### src/rtl/dglt_pkg.sv
`default_nettype none
// ----------------------------------------------------------------------------
// dglt_pkg
// Shared types and constants of the directional group lock table.
// ----------------------------------------------------------------------------
package dglt_pkg;

	localparam int DEF_NUM_GROUPS = 16;
	localparam int DEF_NUM_OWNERS = 16;

	localparam int DIR_W   = 2;
	localparam int CAP_W   = 8;
	localparam int EXP_W   = 32;
	localparam int ENTRY_W = EXP_W + CAP_W + DIR_W;

	localparam int IN_DATA_W  = 80;
	localparam int OUT_DATA_W = 48;

	typedef enum logic [1:0] {
		CMD_RESERVE = 2'd0,
		CMD_RELEASE = 2'd1,
		CMD_REL_ALL = 2'd2,
		CMD_FIND    = 2'd3
	} cmd_t;

	// Controller to datapath.
	typedef struct packed {
		logic load;
		logic step;
		logic fin;
	} ctrl_t;

	// Datapath to controller.
	typedef struct packed {
		cmd_t cmd;
		logic bad;
		logic out_free;
	} stat_t;

endpackage
`default_nettype wire

### src/rtl/dglt_ctrl.sv
`default_nettype none
// ----------------------------------------------------------------------------
// dglt_ctrl
// Sequencer that walks the table entries a command touches.
// ----------------------------------------------------------------------------
module dglt_ctrl #(
	parameter int NUM_GROUPS = dglt_pkg::DEF_NUM_GROUPS,
	parameter int NUM_OWNERS = dglt_pkg::DEF_NUM_OWNERS,
	localparam int TOTAL = NUM_GROUPS * NUM_OWNERS,
	localparam int IW    = $clog2(TOTAL),
	localparam int OW    = $clog2(NUM_OWNERS)
) (
	input  wire logic            clk,
	input  wire logic            arst_n,
	input  wire logic            in_valid,
	output logic                 in_ready,
	input  wire dglt_pkg::stat_t stat,
	input  wire logic [IW-1:0]   base_idx,
	output dglt_pkg::ctrl_t      ctrl,
	output logic [IW-1:0]        idx,
	output logic [OW-1:0]        opos
);

	typedef enum logic [2:0] {
		S_IDLE,
		S_START,
		S_SCAN,
		S_DRAIN,
		S_FINISH
	} state_t;

	state_t        state_q;
	logic [IW-1:0] idx_q;
	logic [OW-1:0] oc_q;
	logic          last_step;

	assign last_step = (stat.cmd == dglt_pkg::CMD_REL_ALL) ? (idx_q == IW'(TOTAL - 1))
	                                                      : (oc_q == OW'(NUM_OWNERS - 1));

	assign in_ready  = (state_q == S_IDLE);
	assign ctrl.load = in_valid && in_ready;
	assign ctrl.step = (state_q == S_SCAN);
	assign ctrl.fin  = (state_q == S_FINISH) && stat.out_free;
	assign idx       = idx_q;
	assign opos      = oc_q;

	always_ff @(posedge clk or negedge arst_n) begin
		if (!arst_n) begin
			state_q <= S_IDLE;
			idx_q   <= '0;
			oc_q    <= '0;
		end else begin
			unique case (state_q)
				S_IDLE: begin
					if (ctrl.load) begin
						state_q <= S_START;
					end
				end
				S_START: begin
					oc_q  <= '0;
					idx_q <= (stat.cmd == dglt_pkg::CMD_REL_ALL) ? '0 : base_idx;
					state_q <= stat.bad ? S_FINISH : S_SCAN;
				end
				S_SCAN: begin
					idx_q <= idx_q + IW'(1);
					oc_q  <= (oc_q == OW'(NUM_OWNERS - 1)) ? '0 : oc_q + OW'(1);
					if (last_step) begin
						state_q <= S_DRAIN;
					end
				end
				S_DRAIN: begin
					state_q <= S_FINISH;
				end
				S_FINISH: begin
					if (stat.out_free) begin
						state_q <= S_IDLE;
					end
				end
				default: state_q <= S_IDLE;
			endcase
		end
	end

endmodule
`default_nettype wire

### config.mk
export PLATFORM = sky130hd
export DESIGN_NAME = dglt_ctrl
export DESIGN_NICKNAME = d
export VERILOG_FILES = /design/src/rtl/dglt_pkg.sv /design/src/rtl/dglt_ctrl.sv
export SDC_FILE = /design/constraint.sdc
export NUM_CORES = 1
export LEC_CHECK = 0
export BUFFER_PORTS_ARGS = -buffer_cell sky130_fd_sc_hd__buf_2
export CELL_PAD_IN_SITES_DETAIL_PLACEMENT = 1
export CELL_PAD_IN_SITES_GLOBAL_PLACEMENT = 1
export CORE_MARGIN = 2
export CORE_UTILIZATION = 35
export DETAILED_ROUTE_END_ITERATION = 16
export PLACE_DENSITY = 0.83
export SETUP_SLACK_MARGIN = 0.5
export SYNTH_ARGS = -nofsm -noshare
export SYNTH_HDL_FRONTEND = slang
export SYNTH_SLANG_ARGS = --single-unit
### constraint.sdc
create_clock -name clk -period 1.7 [get_ports clk]
set_input_delay 0.51 -clock clk [delete_from_list [all_inputs] [get_ports clk]]
set_output_delay 0.51 -clock clk [all_outputs]
set_load 0.01 [all_outputs]
==> impl_table.tex, run 1 <==
\begin{tabular}{lr}
\hline
Metric & Value \\
\hline
\multicolumn{2}{l}{\textbf{Run status}} \\
Outcome & finished, violations left \\
Violated checks & negative setup slack \\
\multicolumn{2}{l}{\textbf{Placed design}} \\
Worst slack at placement & 0.138 ns \\
Weighted congestion reported at the end of routability-driven placement & 0.712 \\
Detailed-placement wirelength estimate & 1990 um \\
PortBufs & 30 \\
Placed cell areas & 1120 um\^{}2 \\
\multicolumn{2}{l}{\textbf{Power and ir drop}} \\
Reported leakage power & 0.738 nW \\
Pwr/cell area & 1780 nW/um\^{}2 \\
Maximum VDD drop & 0.00105 V \\
\multicolumn{2}{l}{\textbf{Timing}} \\
Fin. Hold Viols & 0 \\
Transition time of the tightest slew-check pin & 0.374 ns \\
Final critical-path setup slack & -0.161 ns \\
Total setup violations reported at the end of the flow & 4 \\
Tcrit/Tclk final & 109\% \\
Final worst clock skew & 0.00511 ns \\
RSZ-0062 raised after global routing & true \\
Achievable Freq & 537 MHz \\
Shortest period the worst path allows & 1.86 ns \\
Final hold slack & 0.109 ns \\
Final Slew Violations & 0 \\
Slew HR & 75.1\% \\
\multicolumn{2}{l}{\textbf{GRT}} \\
Antenna violations before repair & 0 \\
Fraction of met2 tracks used by global routing & 43.8\% \\
Vias in the first global route & 961 \\
First-pass GRT wire length & 4940 um \\
Pin count of the biggest net entering global routing & 16 \\
Met3 Usage GRT & 5.00\% \\
GR met1 Demand/Resource & 29.7\% \\
Global route hottest layer & met2 \\
Grt total ovfl & 0 \\
All-Layer GR Usage & 24.2\% \\
\multicolumn{2}{l}{\textbf{Cells and area}} \\
Antenna diode instance count & 0 \\
Synth-to-Final Area Change & 74.9\% \\
Area of all placed cells without fillers & 1540 um\^{}2 \\
Number of nets in the final layout & 168 \\
Leading cell type in the layout, fill and taps excluded & sky130\_fd\_sc\_hd\_\_buf\_2 \\
Most frequent cells in the layout & 28 x sky130\_fd\_sc\_hd\_\_buf\_2, 23 x sky130\_fd\_sc\_hd\_\_buf\_4, 14 x sky130\_fd\_sc\_hd\_\_dfrtp\_1 \\
Share of cells above drive strength 1 & 65.3\% \\
\multicolumn{2}{l}{\textbf{Drt}} \\
Iter 0 DRT Violations & 17 \\
DRC violation count after routing & 0 \\
Wire length reported by the detailed router & 3950 um \\
Post-DRT Antenna Nets & 0 \\
Routed via count & 1030 \\
Ratio of routed vias to standard cells & 5.72 \\
First drt pass iteration count & 4 \\
Wirelength per Cell & 22.0 um \\
\multicolumn{2}{l}{\textbf{Synth}} \\
EDFF count, synth & 0 \\
Synth area leaders & sky130\_fd\_sc\_hd\_\_dfrtp\_1 43\%, sky130\_fd\_sc\_hd\_\_a311oi\_1 4.0\%, sky130\_fd\_sc\_hd\_\_a21oi\_1 3.4\%, sky130\_fd\_sc\_hd\_\_a211oi\_1 3.4\%, sky130\_fd\_sc\_hd\_\_ha\_1 2.8\% \\
Commonest register cell after synthesis & sky130\_fd\_sc\_hd\_\_dfrtp\_1 \\
Seq/Total Area, Yosys & 42.6\% \\
Async S/R FF share, synth & 100\% \\
Register bit total from synthesis & 15 \\
Top cell type by total area after synthesis & sky130\_fd\_sc\_hd\_\_dfrtp\_1 \\
Number of nets produced by synthesis & 107 \\
Average instance area after synthesis & 9.79 um\^{}2 \\
Number of library cell types mapped by synthesis & 37 \\
Cell count after synthesis & 90 \\
Area share of the largest cell type after synthesis & 42.6\% \\
Cell area after synthesis & 881 um\^{}2 \\
Synth Warn \# & 0 \\
\multicolumn{2}{l}{\textbf{Setup path}} \\
CP startpoint kind & flip-flop \\
Crit Path Max Fanout & 3 \\
Endpoint kind of the worst setup timing path & output port \\
Category of the most critical setup path & reg2out \\
Data required time of the worst path & 1.19 ns \\
Critical Path AT & 1.35 ns \\
\multicolumn{2}{l}{\textbf{Clocking}} \\
Clock slew at the register clock pins of the worst setup and hold paths & 0.10 ns \\
Clock tree from TritonCTS & built \\
Number of buffers created by CTS & 3 \\
Skew-Pair Late Insertion Delay & 0.30 ns \\
H-tree depth & 1 \\
Num Clock Sinks & 15 \\
Clock buffer depth & 2 \\
Buffer type at the clock tree root & sky130\_fd\_sc\_hd\_\_clkbuf\_4 \\
\multicolumn{2}{l}{\textbf{Hold path}} \\
Kind of path behind the tightest hold check & in2async \\
\multicolumn{2}{l}{\textbf{Floorplanning}} \\
CORE AREA & 2430 um\^{}2 \\
Die extent in y & 54.2 um \\
Starting Density & 36.2\% \\
Number of placed I/O pins & 31 \\
Die area & 2930 um\^{}2 \\
Die X & 54.2 um \\
Row count & 18 \\
\multicolumn{2}{l}{\textbf{Flow run}} \\
Number of max-capacitance violations reported & 0 \\
\hline
\end{tabular}
[layer usage]
| layer | vias up | routed length [um] |
|---|---|---|
| met5 | - | 0 |
| met4 | 0 | 63 |
| met3 | 6 | 120 |
| met2 | 26 | 2050 |
| met1 | 533 | 1720 |
| li1 | 465 | - |
[registers in the layout (all words and copies together), names as in the netlist]
| register | count |
|---|---|
| opos | 4 |
| idx | 8 |
| state_q | 3 |
[critical path, cell delays in order (launching register included)]
cell and delay, ns:
sky130_fd_sc_hd__dfrtp_1 0.44, sky130_fd_sc_hd__or3b_4 0.46, sky130_fd_sc_hd__clkinv_8 0.06, sky130_fd_sc_hd__buf_6 0.09
[path summary, 6_finish.rpt]
kind	end	slack, ns	cells after the start	start
min in group clk	state_q[1]	0.41	2	stat[1]
worst max-delay path	ctrl[1]	-0.16	3	state_q[1]
max in group asynchronous	opos[2]	1.29	1	arst_n
worst max register to register	idx[4]	0.05	7	state_q[0]
worst min register to register	idx[0]	0.61	2	idx[0]
worst min-delay path	state_q[1]	0.11	1	arst_n
[kinds of logic after synthesis]
family | synth area share, %
and+or+nand+nor | 21.0
DFF | 42.6
adders and majority gates | 2.84
buffers and inverters | 6.39
AOI/OAI and AO/OA | 27.1
[Yosys cell counts (2+ instances only)]
cell,instances
sky130_fd_sc_hd__and3_1,2
sky130_fd_sc_hd__nand2_1,5
sky130_fd_sc_hd__nand4b_1,2
sky130_fd_sc_hd__dfrtp_1,15
sky130_fd_sc_hd__a21o_1,3
sky130_fd_sc_hd__nor2_1,5
sky130_fd_sc_hd__nand3_1,3
sky130_fd_sc_hd__a31oi_1,2
sky130_fd_sc_hd__ha_1,2
sky130_fd_sc_hd__clkbuf_1,2
sky130_fd_sc_hd__buf_2,2
sky130_fd_sc_hd__buf_6,2
sky130_fd_sc_hd__a211oi_1,4
sky130_fd_sc_hd__inv_1,3
sky130_fd_sc_hd__o211ai_1,2
sky130_fd_sc_hd__a311oi_1,4
sky130_fd_sc_hd__o21ai_0,5
sky130_fd_sc_hd__nor3_1,2
sky130_fd_sc_hd__a21oi_1,6
sky130_fd_sc_hd__nand4_1,2
[through the flow]
stage	cells	utilization, %	TNS (ns)	power, mW
floorplan	90	-	0	1.38
global placement	150	46.0	0	1.62
detailed placement	150	46.0	0	1.69
CTS	172	55.2	-0.304	2.23
global route	180	63.3	-0.653	2.88
finish	180	63.3	-0.424	2.74
[what timing repair did]
action	in CTS	in global routing
gates cloned	0	1
hold endpoints to repair	0	0
hold buffers	0	0
resized for setup	18	28
buffers inserted	18	7
pin swaps	2	8
endpoints found under the setup margin	31	31
[cell type report]
| type | count | area (um^2) |
|---|---|---|
| Fill cell | 270 | 892 |
| Multi-Input combinational cell | 65 | 631 |
| Timing Repair Buffer | 62 | 440 |
| Sequential cell | 15 | 377 |
| Tap cell | 30 | 37.5 |
| Inverter | 4 | 27.5 |
| Clock buffer | 3 | 22.5 |
| Clock inverter | 1 | 5.00 |
[power by group]
part	switching (mW)	internal, mW	leakage, nW
registers	0.124	0.499	0.185
logic	0.970	0.924	0.535
clock network	0.131	0.0878	0.0177
(Power assumes the default switching activity.)
==> run 2: changes to the inputs <==
- ABC_AREA: default -> 1
- CORE_ASPECT_RATIO: default -> 2
- CORE_UTILIZATION: 35 -> 34
- PLACE_DENSITY: 0.83 -> 0.84
==> impl_table.tex, run 2 <==
\begin{tabular}{lr}
\hline
Metric & Value \\
\hline
\multicolumn{2}{l}{\textbf{Timing}} \\
Tcrit/Tclk final & 98.0\% (-12 points) \\
Shortest period the worst path allows & 1.67 ns (-0.196 ns) \\
Final Slew Violations & 0 (unchanged) \\
Transition time of the tightest slew-check pin & 0.410 ns (+0.0363 ns) \\
Final hold slack & 0.162 ns (+0.0532 ns) \\
Final critical-path setup slack & 0.0348 ns (+0.196 ns) \\
Slew HR & 72.5\% (-2.5 points) \\
Final worst clock skew & 0.00196 ns (-0.00316 ns) \\
Achievable Freq & 601 MHz (+12\%) \\
Total setup violations reported at the end of the flow & 0 (-4) \\
RSZ-0062 raised after global routing & true \\
Fin. Hold Viols & 0 (unchanged) \\
\multicolumn{2}{l}{\textbf{Synth}} \\
Synth Warn \# & 0 (unchanged) \\
Register bit total from synthesis & 15 (unchanged) \\
Async S/R FF share, synth & 100\% (unchanged) \\
Commonest register cell after synthesis & sky130\_fd\_sc\_hd\_\_dfrtp\_1 \\
EDFF count, synth & 0 (unchanged) \\
Area share of the largest cell type after synthesis & 38.8\% (-3.9 points) \\
Top cell type by total area after synthesis & sky130\_fd\_sc\_hd\_\_dfrtp\_1 \\
Leading cell type by number of instances after synthesis & sky130\_fd\_sc\_hd\_\_nand2\_1 \\
Number of library cell types mapped by synthesis & 23 (-38\%) \\
Average instance area after synthesis & 7.12 um\^{}2 (-27\%) \\
Cell count after synthesis & 136 (+51\%) \\
Cell area after synthesis & 968 um\^{}2 (+9.9\%) \\
List of most frequent post-synthesis cells & 29 x sky130\_fd\_sc\_hd\_\_nand2\_1, 25 x sky130\_fd\_sc\_hd\_\_nor2\_1, 17 x sky130\_fd\_sc\_hd\_\_inv\_1, 15 x sky130\_fd\_sc\_hd\_\_dfrtp\_1, 15 x sky130\_fd\_sc\_hd\_\_nand3\_1 \\
Synth area leaders & sky130\_fd\_sc\_hd\_\_dfrtp\_1 39\%, sky130\_fd\_sc\_hd\_\_nand2\_1 11\%, sky130\_fd\_sc\_hd\_\_nor2\_1 9.7\%, sky130\_fd\_sc\_hd\_\_nand3\_1 7.8\%, sky130\_fd\_sc\_hd\_\_inv\_1 6.6\% \\
Seq/Total Area, Yosys & 38.8\% (-3.9 points) \\
Number of nets produced by synthesis & 153 (+43\%) \\
\multicolumn{2}{l}{\textbf{Power and ir drop}} \\
Combinational group share of total power & 71.3\% (+2.1 points) \\
Seq pwr share & 19.6\% (-3.2 points) \\
Internal power & 1.84 mW (+22\%) \\
Pwr/cell area & 2020 nW/um\^{}2 (+14\%) \\
Reported leakage power & 0.887 nW (+20\%) \\
Clock power share & 9.1\% (+1.1 points) \\
Reported net switching power & 1.60 mW (+31\%) \\
Total design power & 3.45 mW (+26\%) \\
Fraction of power spent switching nets & 46.5\% (+1.7 points) \\
Maximum VDD drop & 0.000960 V (-8.7\%) \\
\multicolumn{2}{l}{\textbf{Cells and area}} \\
Share of cells above drive strength 1 & 53.2\% (-12 points) \\
Antenna diode instance count & 0 (unchanged) \\
Non-filler cells in the finished layout & 232 (+29\%) \\
Synth-to-Final Area Change & 76.1\% \\
Max reg flops & 8 (unchanged) \\
Layout Utilization & 62.3\% (-1.0 points) \\
Leading cell type in the layout, fill and taps excluded & sky130\_fd\_sc\_hd\_\_buf\_2 \\
Most frequent cells in the layout & 28 x sky130\_fd\_sc\_hd\_\_buf\_2, 25 x sky130\_fd\_sc\_hd\_\_nand2\_1, 22 x sky130\_fd\_sc\_hd\_\_buf\_4 \\
Number of nets in the final layout & 221 (+32\%) \\
Number of filler cells placed in the layout & 353 (+31\%) \\
\multicolumn{2}{l}{\textbf{Clocking}} \\
Num Clock Sinks & 15 (unchanged) \\
Clock slew at the register clock pins of the worst setup and hold paths & 0.07 ns (-0.03 ns) \\
Hold-fix buffers at CTS & 0 (unchanged) \\
Buffer type at the clock tree root & sky130\_fd\_sc\_hd\_\_clkbuf\_8 \\
H-tree depth & 1 (unchanged) \\
Skew-Pair Late Insertion Delay & 0.26 ns (-0.04 ns) \\
Clock tree from TritonCTS & built \\
Clock buffer depth & 2 (unchanged) \\
Number of buffers created by CTS & 3 (unchanged) \\
\multicolumn{2}{l}{\textbf{Hold path}} \\
Kind of path behind the tightest hold check & in2async \\
\multicolumn{2}{l}{\textbf{Drt}} \\
Post-DRT Antenna Nets & 0 (unchanged) \\
Wire length reported by the detailed router & 4240 um (+7.3\%) \\
Routed via count & 1231 (+20\%) \\
Ratio of routed vias to standard cells & 5.31 (-7.3\%) \\
First drt pass iteration count & 4 (unchanged) \\
DRC violation count after routing & 0 (unchanged) \\
Wirelength per Cell & 18.3 um (-17\%) \\
Iter 0 DRT Violations & 22 (+5) \\
\multicolumn{2}{l}{\textbf{Setup path}} \\
Crit path largest cell delay & 0.42 ns (-0.04 ns) \\
Crit Path Max Fanout & 3 (unchanged) \\
Critical Path AT & 1.16 ns (-0.19 ns) \\
RR Startpoint & state\_q[0] \\
Stages on worst setup path & 4 (+1) \\
Buf/Inv on CP & 2 (unchanged) \\
Reg2Reg Capture Point & idx[4] \\
Slack of the worst reg-to-reg path & 0.16 ns (+0.11 ns) \\
Endpoint kind of the worst setup timing path & output port \\
Capture point of the critical path & ctrl[2] \\
Family of cells with the greatest summed delay on the critical path & flip-flops \\
Data required time of the worst path & 1.19 ns (about the same) \\
Count of cells along the worst register-to-register path & 10 (+3) \\
Critical path cell sequence & nor2\_4 > inv\_2 > nor3\_2 > buf\_2 \\
Library cell contributing the largest single delay on the critical path & sky130\_fd\_sc\_hd\_\_dfrtp\_1 \\
Worst Setup SP & state\_q[0] \\
Category of the most critical setup path & reg2out \\
CP startpoint kind & flip-flop \\
\multicolumn{2}{l}{\textbf{GRT}} \\
Pin count of the biggest net entering global routing & 16 (unchanged) \\
First-pass GRT wire length & 5710 um (+16\%) \\
Antenna violations before repair & 0 (unchanged) \\
All-Layer GR Usage & 22.2\% (-2.1 points) \\
Grt total ovfl & 0 (unchanged) \\
Vias in the first global route & 1300 (+35\%) \\
\multicolumn{2}{l}{\textbf{Placed design}} \\
Total placed cells including tap cells & 194 (+29\%) \\
Weighted congestion reported at the end of routability-driven placement & 0.762 (+6.9\%) \\
Worst slack at placement & 0.275 ns (+0.137 ns) \\
PortBufs & 30 (unchanged) \\
Detailed-placement wirelength estimate & 2180 um (+9.4\%) \\
\multicolumn{2}{l}{\textbf{Floorplanning}} \\
Die X & 41.7 um (-23\%) \\
CORE AREA & 2740 um\^{}2 (+12\%) \\
Number of placed I/O pins & 31 (unchanged) \\
Die extent in y & 79.5 um (+47\%) \\
Row count & 27 (+9) \\
Die area & 3320 um\^{}2 (+13\%) \\
Starting Density & 35.4\% (-0.82 points) \\
\multicolumn{2}{l}{\textbf{Run status}} \\
Outcome & finished clean \\
\multicolumn{2}{l}{\textbf{Flow run}} \\
Number of max-capacitance violations reported & 0 (unchanged) \\
\hline
\end{tabular}
-- run 2: kinds of logic (layout without fill, tap and decap cells) --
logic type / after synthesis / after routing / synth area share [%]
flops: 15 / 15 / 38.8
buf+inv: 22 / 88 / 10.9
compound gates: 16 / 16 / 9.56
xor+xnor: 1 / 1 / 0.905
simple gates: 80 / 81 / 37.3
fa+ha+maj: 2 / 2 / 2.58
-- run 2: area by class of cell --
cell class / count / area [um^2] / share of cell area, %
clock buffer: 3 / 41.3 / 2.42
clock inverter: 1 / 5.00 / 0.293
inverter: 19 / 78.8 / 4.62
multi-input combinational: 100 / 671 / 39.3
sequential: 15 / 378 / 22.2
tap: 29 / 36.3 / 2.13
timing repair buffer: 65 / 495 / 29.1
-- run 2: worst reg2reg max path: cells and delay by family, from the launching register on --
family                 cells  cell delay, ns
AND/OR/NAND/NOR            5            0.57
flip-flops                 1            0.42
AO/OA/AOI/OAI              1            0.10
buffers and inverters      4            0.38
-- run 2: metrics by stage --
| step | setup TNS (ns) | area (um^2) |
|---|---|---|
| after floorplan | 0 | 976 |
| after CTS | 0 | 1490 |
| after detailed placement | 0 | 1140 |
| final | 0 | 1710 |
| after global placement | 0 | 1140 |
| after global routing | -0.0512 | 1710 |
-- run 2: worst min-delay path by stage --
stage | depth (start not counted) | to
finish | 1 | idx[5]
global route | 1 | opos[3]
CTS | 1 | state_q[0]
detailed placement | 1 | state_q[0]
global placement | 1 | state_q[2]
floorplan | 0 | idx[0]
-- run 2: power by group through the flow --
stage / Sequential [mW] / Combinational [mW] / Clock [mW]
floorplan: 0.734 / 0.831 / 0
global placement: 0.703 / 1.15 / 0
detailed placement: 0.717 / 1.21 / 0
CTS: 0.647 / 1.97 / 0.309
global route: 0.697 / 2.64 / 0.329
finish: 0.677 / 2.46 / 0.314
-- run 2: per-layer routing --
| metal | share of wire, % | vias to the layer above | global-route usage, % | routed length [um] |
|---|---|---|---|---|
| li1 | - | 571 | - | - |
| met1 | 35 | 598 | 21.6 | 1480 |
| met2 | 57 | 45 | 42.7 | 2430 |
| met3 | 3.3 | 17 | 2.26 | 141 |
| met4 | 4.5 | 0 | 13.5 | 191 |
| met5 | 0 | - | 0 | 0 |
-- run 2: timing repair --
action	CTS	global route
endpoints found under the setup margin	29	30
resized for setup	31	30
gates cloned	1	1
pin swaps	12	7
setup buffers	22	10
==> run 3: changes to the inputs <==
- ABC_AREA: 1 -> default
- CORE_ASPECT_RATIO: 2 -> default
- CORE_MARGIN: 2 -> default
- CORE_UTILIZATION: 34 -> 35
- PLACE_DENSITY: 0.84 -> 0.83
==> impl_table.tex, run 3 (synthesized netlist as in run 1, its figures left out) <==
\begin{tabular}{lr}
\hline
Metric & Value \\
\hline
\multicolumn{2}{l}{\textbf{Setup path}} \\
Data required time of the worst path & 1.19 ns (about the same) \\
Crit path largest cell delay & 0.45 ns (+0.03 ns) \\
CP startpoint kind & flip-flop \\
Category of the most critical setup path & reg2out \\
Family of cells with the greatest summed delay on the critical path & simple AND/OR/NAND/NOR gates \\
Critical path cell sequence & or3b\_4 > clkinv\_8 > buf\_6 \\
Crit Path Max Fanout & 3 (unchanged) \\
Count of cells along the worst register-to-register path & 6 (-4) \\
Library cell contributing the largest single delay on the critical path & sky130\_fd\_sc\_hd\_\_or3b\_4 \\
Buf/Inv on CP & 2 (unchanged) \\
Stages on worst setup path & 3 (-1) \\
Critical Path AT & 1.36 ns (+0.20 ns) \\
Endpoint kind of the worst setup timing path & output port \\
\multicolumn{2}{l}{\textbf{Floorplanning}} \\
Row count & 17 (-37\%) \\
Die extent in y & 52.2 um (-34\%) \\
Number of placed I/O pins & 31 (unchanged) \\
Die area & 2720 um\^{}2 (-18\%) \\
Starting Density & 38.3\% (+3.0 points) \\
Die X & 52.2 um (+25\%) \\
CORE AREA & 2300 um\^{}2 (-16\%) \\
\multicolumn{2}{l}{\textbf{Clocking}} \\
Clock tree from TritonCTS & built \\
Clock slew at the register clock pins of the worst setup and hold paths & 0.11 ns (+0.04 ns) \\
Clock buffer depth & 2 (unchanged) \\
Number of buffers created by CTS & 3 (unchanged) \\
Buffer type at the clock tree root & sky130\_fd\_sc\_hd\_\_clkbuf\_4 \\
Num Clock Sinks & 15 (unchanged) \\
Skew-Pair Late Insertion Delay & 0.31 ns (+0.05 ns) \\
H-tree depth & 1 (unchanged) \\
\multicolumn{2}{l}{\textbf{Timing}} \\
Slew HR & 65.6\% (-6.9 points) \\
Total setup violations reported at the end of the flow & 5 (+5) \\
Final critical-path setup slack & -0.170 ns (-0.205 ns) \\
Final Slew Violations & 0 (unchanged) \\
RSZ-0062 raised after global routing & true \\
Setup TNS & -0.607 ns (-0.607 ns) \\
Transition time of the tightest slew-check pin & 0.516 ns (+0.106 ns) \\
Achievable Freq & 535 MHz (-11\%) \\
Tcrit/Tclk final & 110\% (+12 points) \\
Shortest period the worst path allows & 1.87 ns (+0.205 ns) \\
Final worst clock skew & 0.00491 ns (+0.00296 ns) \\
Fin. Hold Viols & 0 (unchanged) \\
\multicolumn{2}{l}{\textbf{Power and ir drop}} \\
Maximum VDD drop & 0.000970 V (+1.0\%) \\
Reported leakage power & 0.749 nW (-16\%) \\
Total design power & 2.71 mW (-21\%) \\
Pwr/cell area & 1780 nW/um\^{}2 (-12\%) \\
\multicolumn{2}{l}{\textbf{Cells and area}} \\
Share of cells above drive strength 1 & 65.8\% (+13 points) \\
Most frequent cells in the layout & 28 x sky130\_fd\_sc\_hd\_\_buf\_2, 28 x sky130\_fd\_sc\_hd\_\_buf\_4, 14 x sky130\_fd\_sc\_hd\_\_dfrtp\_1 \\
Antenna diode instance count & 0 (unchanged) \\
Number of filler cells placed in the layout & 261 (-26\%) \\
Synth-to-Final Area Change & 72.7\% \\
Max reg flops & 8 (unchanged) \\
Number of nets in the final layout & 173 (-22\%) \\
\multicolumn{2}{l}{\textbf{Hold path}} \\
Kind of path behind the tightest hold check & in2async \\
\multicolumn{2}{l}{\textbf{Placed design}} \\
Detailed-placement wirelength estimate & 1740 um (-20\%) \\
Worst slack at placement & 0.140 ns (-0.135 ns) \\
PortBufs & 30 (unchanged) \\
Weighted congestion reported at the end of routability-driven placement & 0.738 (-3.2\%) \\
\multicolumn{2}{l}{\textbf{Drt}} \\
Ratio of routed vias to standard cells & 5.90 (+11\%) \\
Wire length reported by the detailed router & 4130 um (-2.8\%) \\
First drt pass iteration count & 6 (+2) \\
Iter 0 DRT Violations & 16 (-27\%) \\
Wirelength per Cell & 22.5 um (+23\%) \\
Routed via count & 1079 (-12\%) \\
DRC violation count after routing & 0 (unchanged) \\
Post-DRT Antenna Nets & 0 (unchanged) \\
\multicolumn{2}{l}{\textbf{GRT}} \\
First-pass GRT wire length & 4820 um (-15\%) \\
All-Layer GR Usage & 25.3\% (+3.1 points) \\
Grt total ovfl & 0 (unchanged) \\
Antenna violations before repair & 0 (unchanged) \\
Vias in the first global route & 997 (-23\%) \\
Pin count of the biggest net entering global routing & 16 (unchanged) \\
\multicolumn{2}{l}{\textbf{Flow run}} \\
Number of max-capacitance violations reported & 0 (unchanged) \\
\multicolumn{2}{l}{\textbf{Run status}} \\
Violated checks & negative setup slack \\
Outcome & finished, violations left \\
\hline
\end{tabular}
[run 3: changes by cell type in the layout (fill, tap and decap cells not counted), sizes merged, moves of 4 or more]
cell    before  now
nand2       33    5
nor2        28    6
nand3       15    3
a311oi       0    4
a211oi       0    5
inv         19    3
[run 3: final timing paths]
check | slack [ns] | endpoint | startpoint
min in group clk | 0.38 | state_q[2] | stat[0]
setup reg to reg | -0.16 | idx[7] | state_q[1]
max in group asynchronous | 1.32 | idx[2] | arst_n
setup / recovery | -0.17 | ctrl[1] | state_q[1]
hold / removal | 0.09 | idx[7] | arst_n
hold reg to reg | 0.66 | idx[5] | idx[5]
[run 3: what timing repair did]
item	in CTS	in global routing
hold buffers	0	0
pin swaps	1	10
setup buffers	18	13
setup endpoints to repair	30	31
gates resized for setup	16	23
[run 3: per-stage QoR]
stage          instance area (um^2)  std cells  utilization (%)  hold slack (ns)
2_1_floorplan                   958         90                -            0.214
3_3_place_gp                   1120        148             48.6            0.433
3_5_place_dp                   1120        148             48.6            0.433
4_1_cts                        1330        170             57.7           0.0945
5_1_grt                        1520        183             66.2            0.108
6_report                       1520        183             66.2           0.0886
[run 3: report_power, final]
part / total, mW / internal [mW] / switching [mW]
clock: 0.242 / 0.0901 / 0.152
sequential: 0.631 / 0.501 / 0.130
combinational: 1.84 / 0.896 / 0.944
total: 2.71 / 1.49 / 1.23
[run 3: layout make-up]
| type | instances | area, um^2 | area share (%) |
|---|---|---|---|
| inverters | 4 | 27.5 | 1.81 |
| clock inverters | 1 | 7.51 | 0.493 |
| clock buffers | 3 | 22.5 | 1.48 |
| well taps | 28 | 35.0 | 2.30 |
| multi-input cells | 65 | 574 | 37.7 |
| repair buffers | 67 | 478 | 31.4 |
| flip-flops and latches | 15 | 377 | 24.8 |
[run 3: per-layer routing]
metal	share of wire [%]	GRT usage, %	vias to the layer above	routed length (um)
li1	-	-	476	-
met1	40	31.1	549	1670
met2	53	44.0	44	2170
met3	4.3	6.14	10	179
met4	2.7	6.58	0	110
met5	0	0	-	0
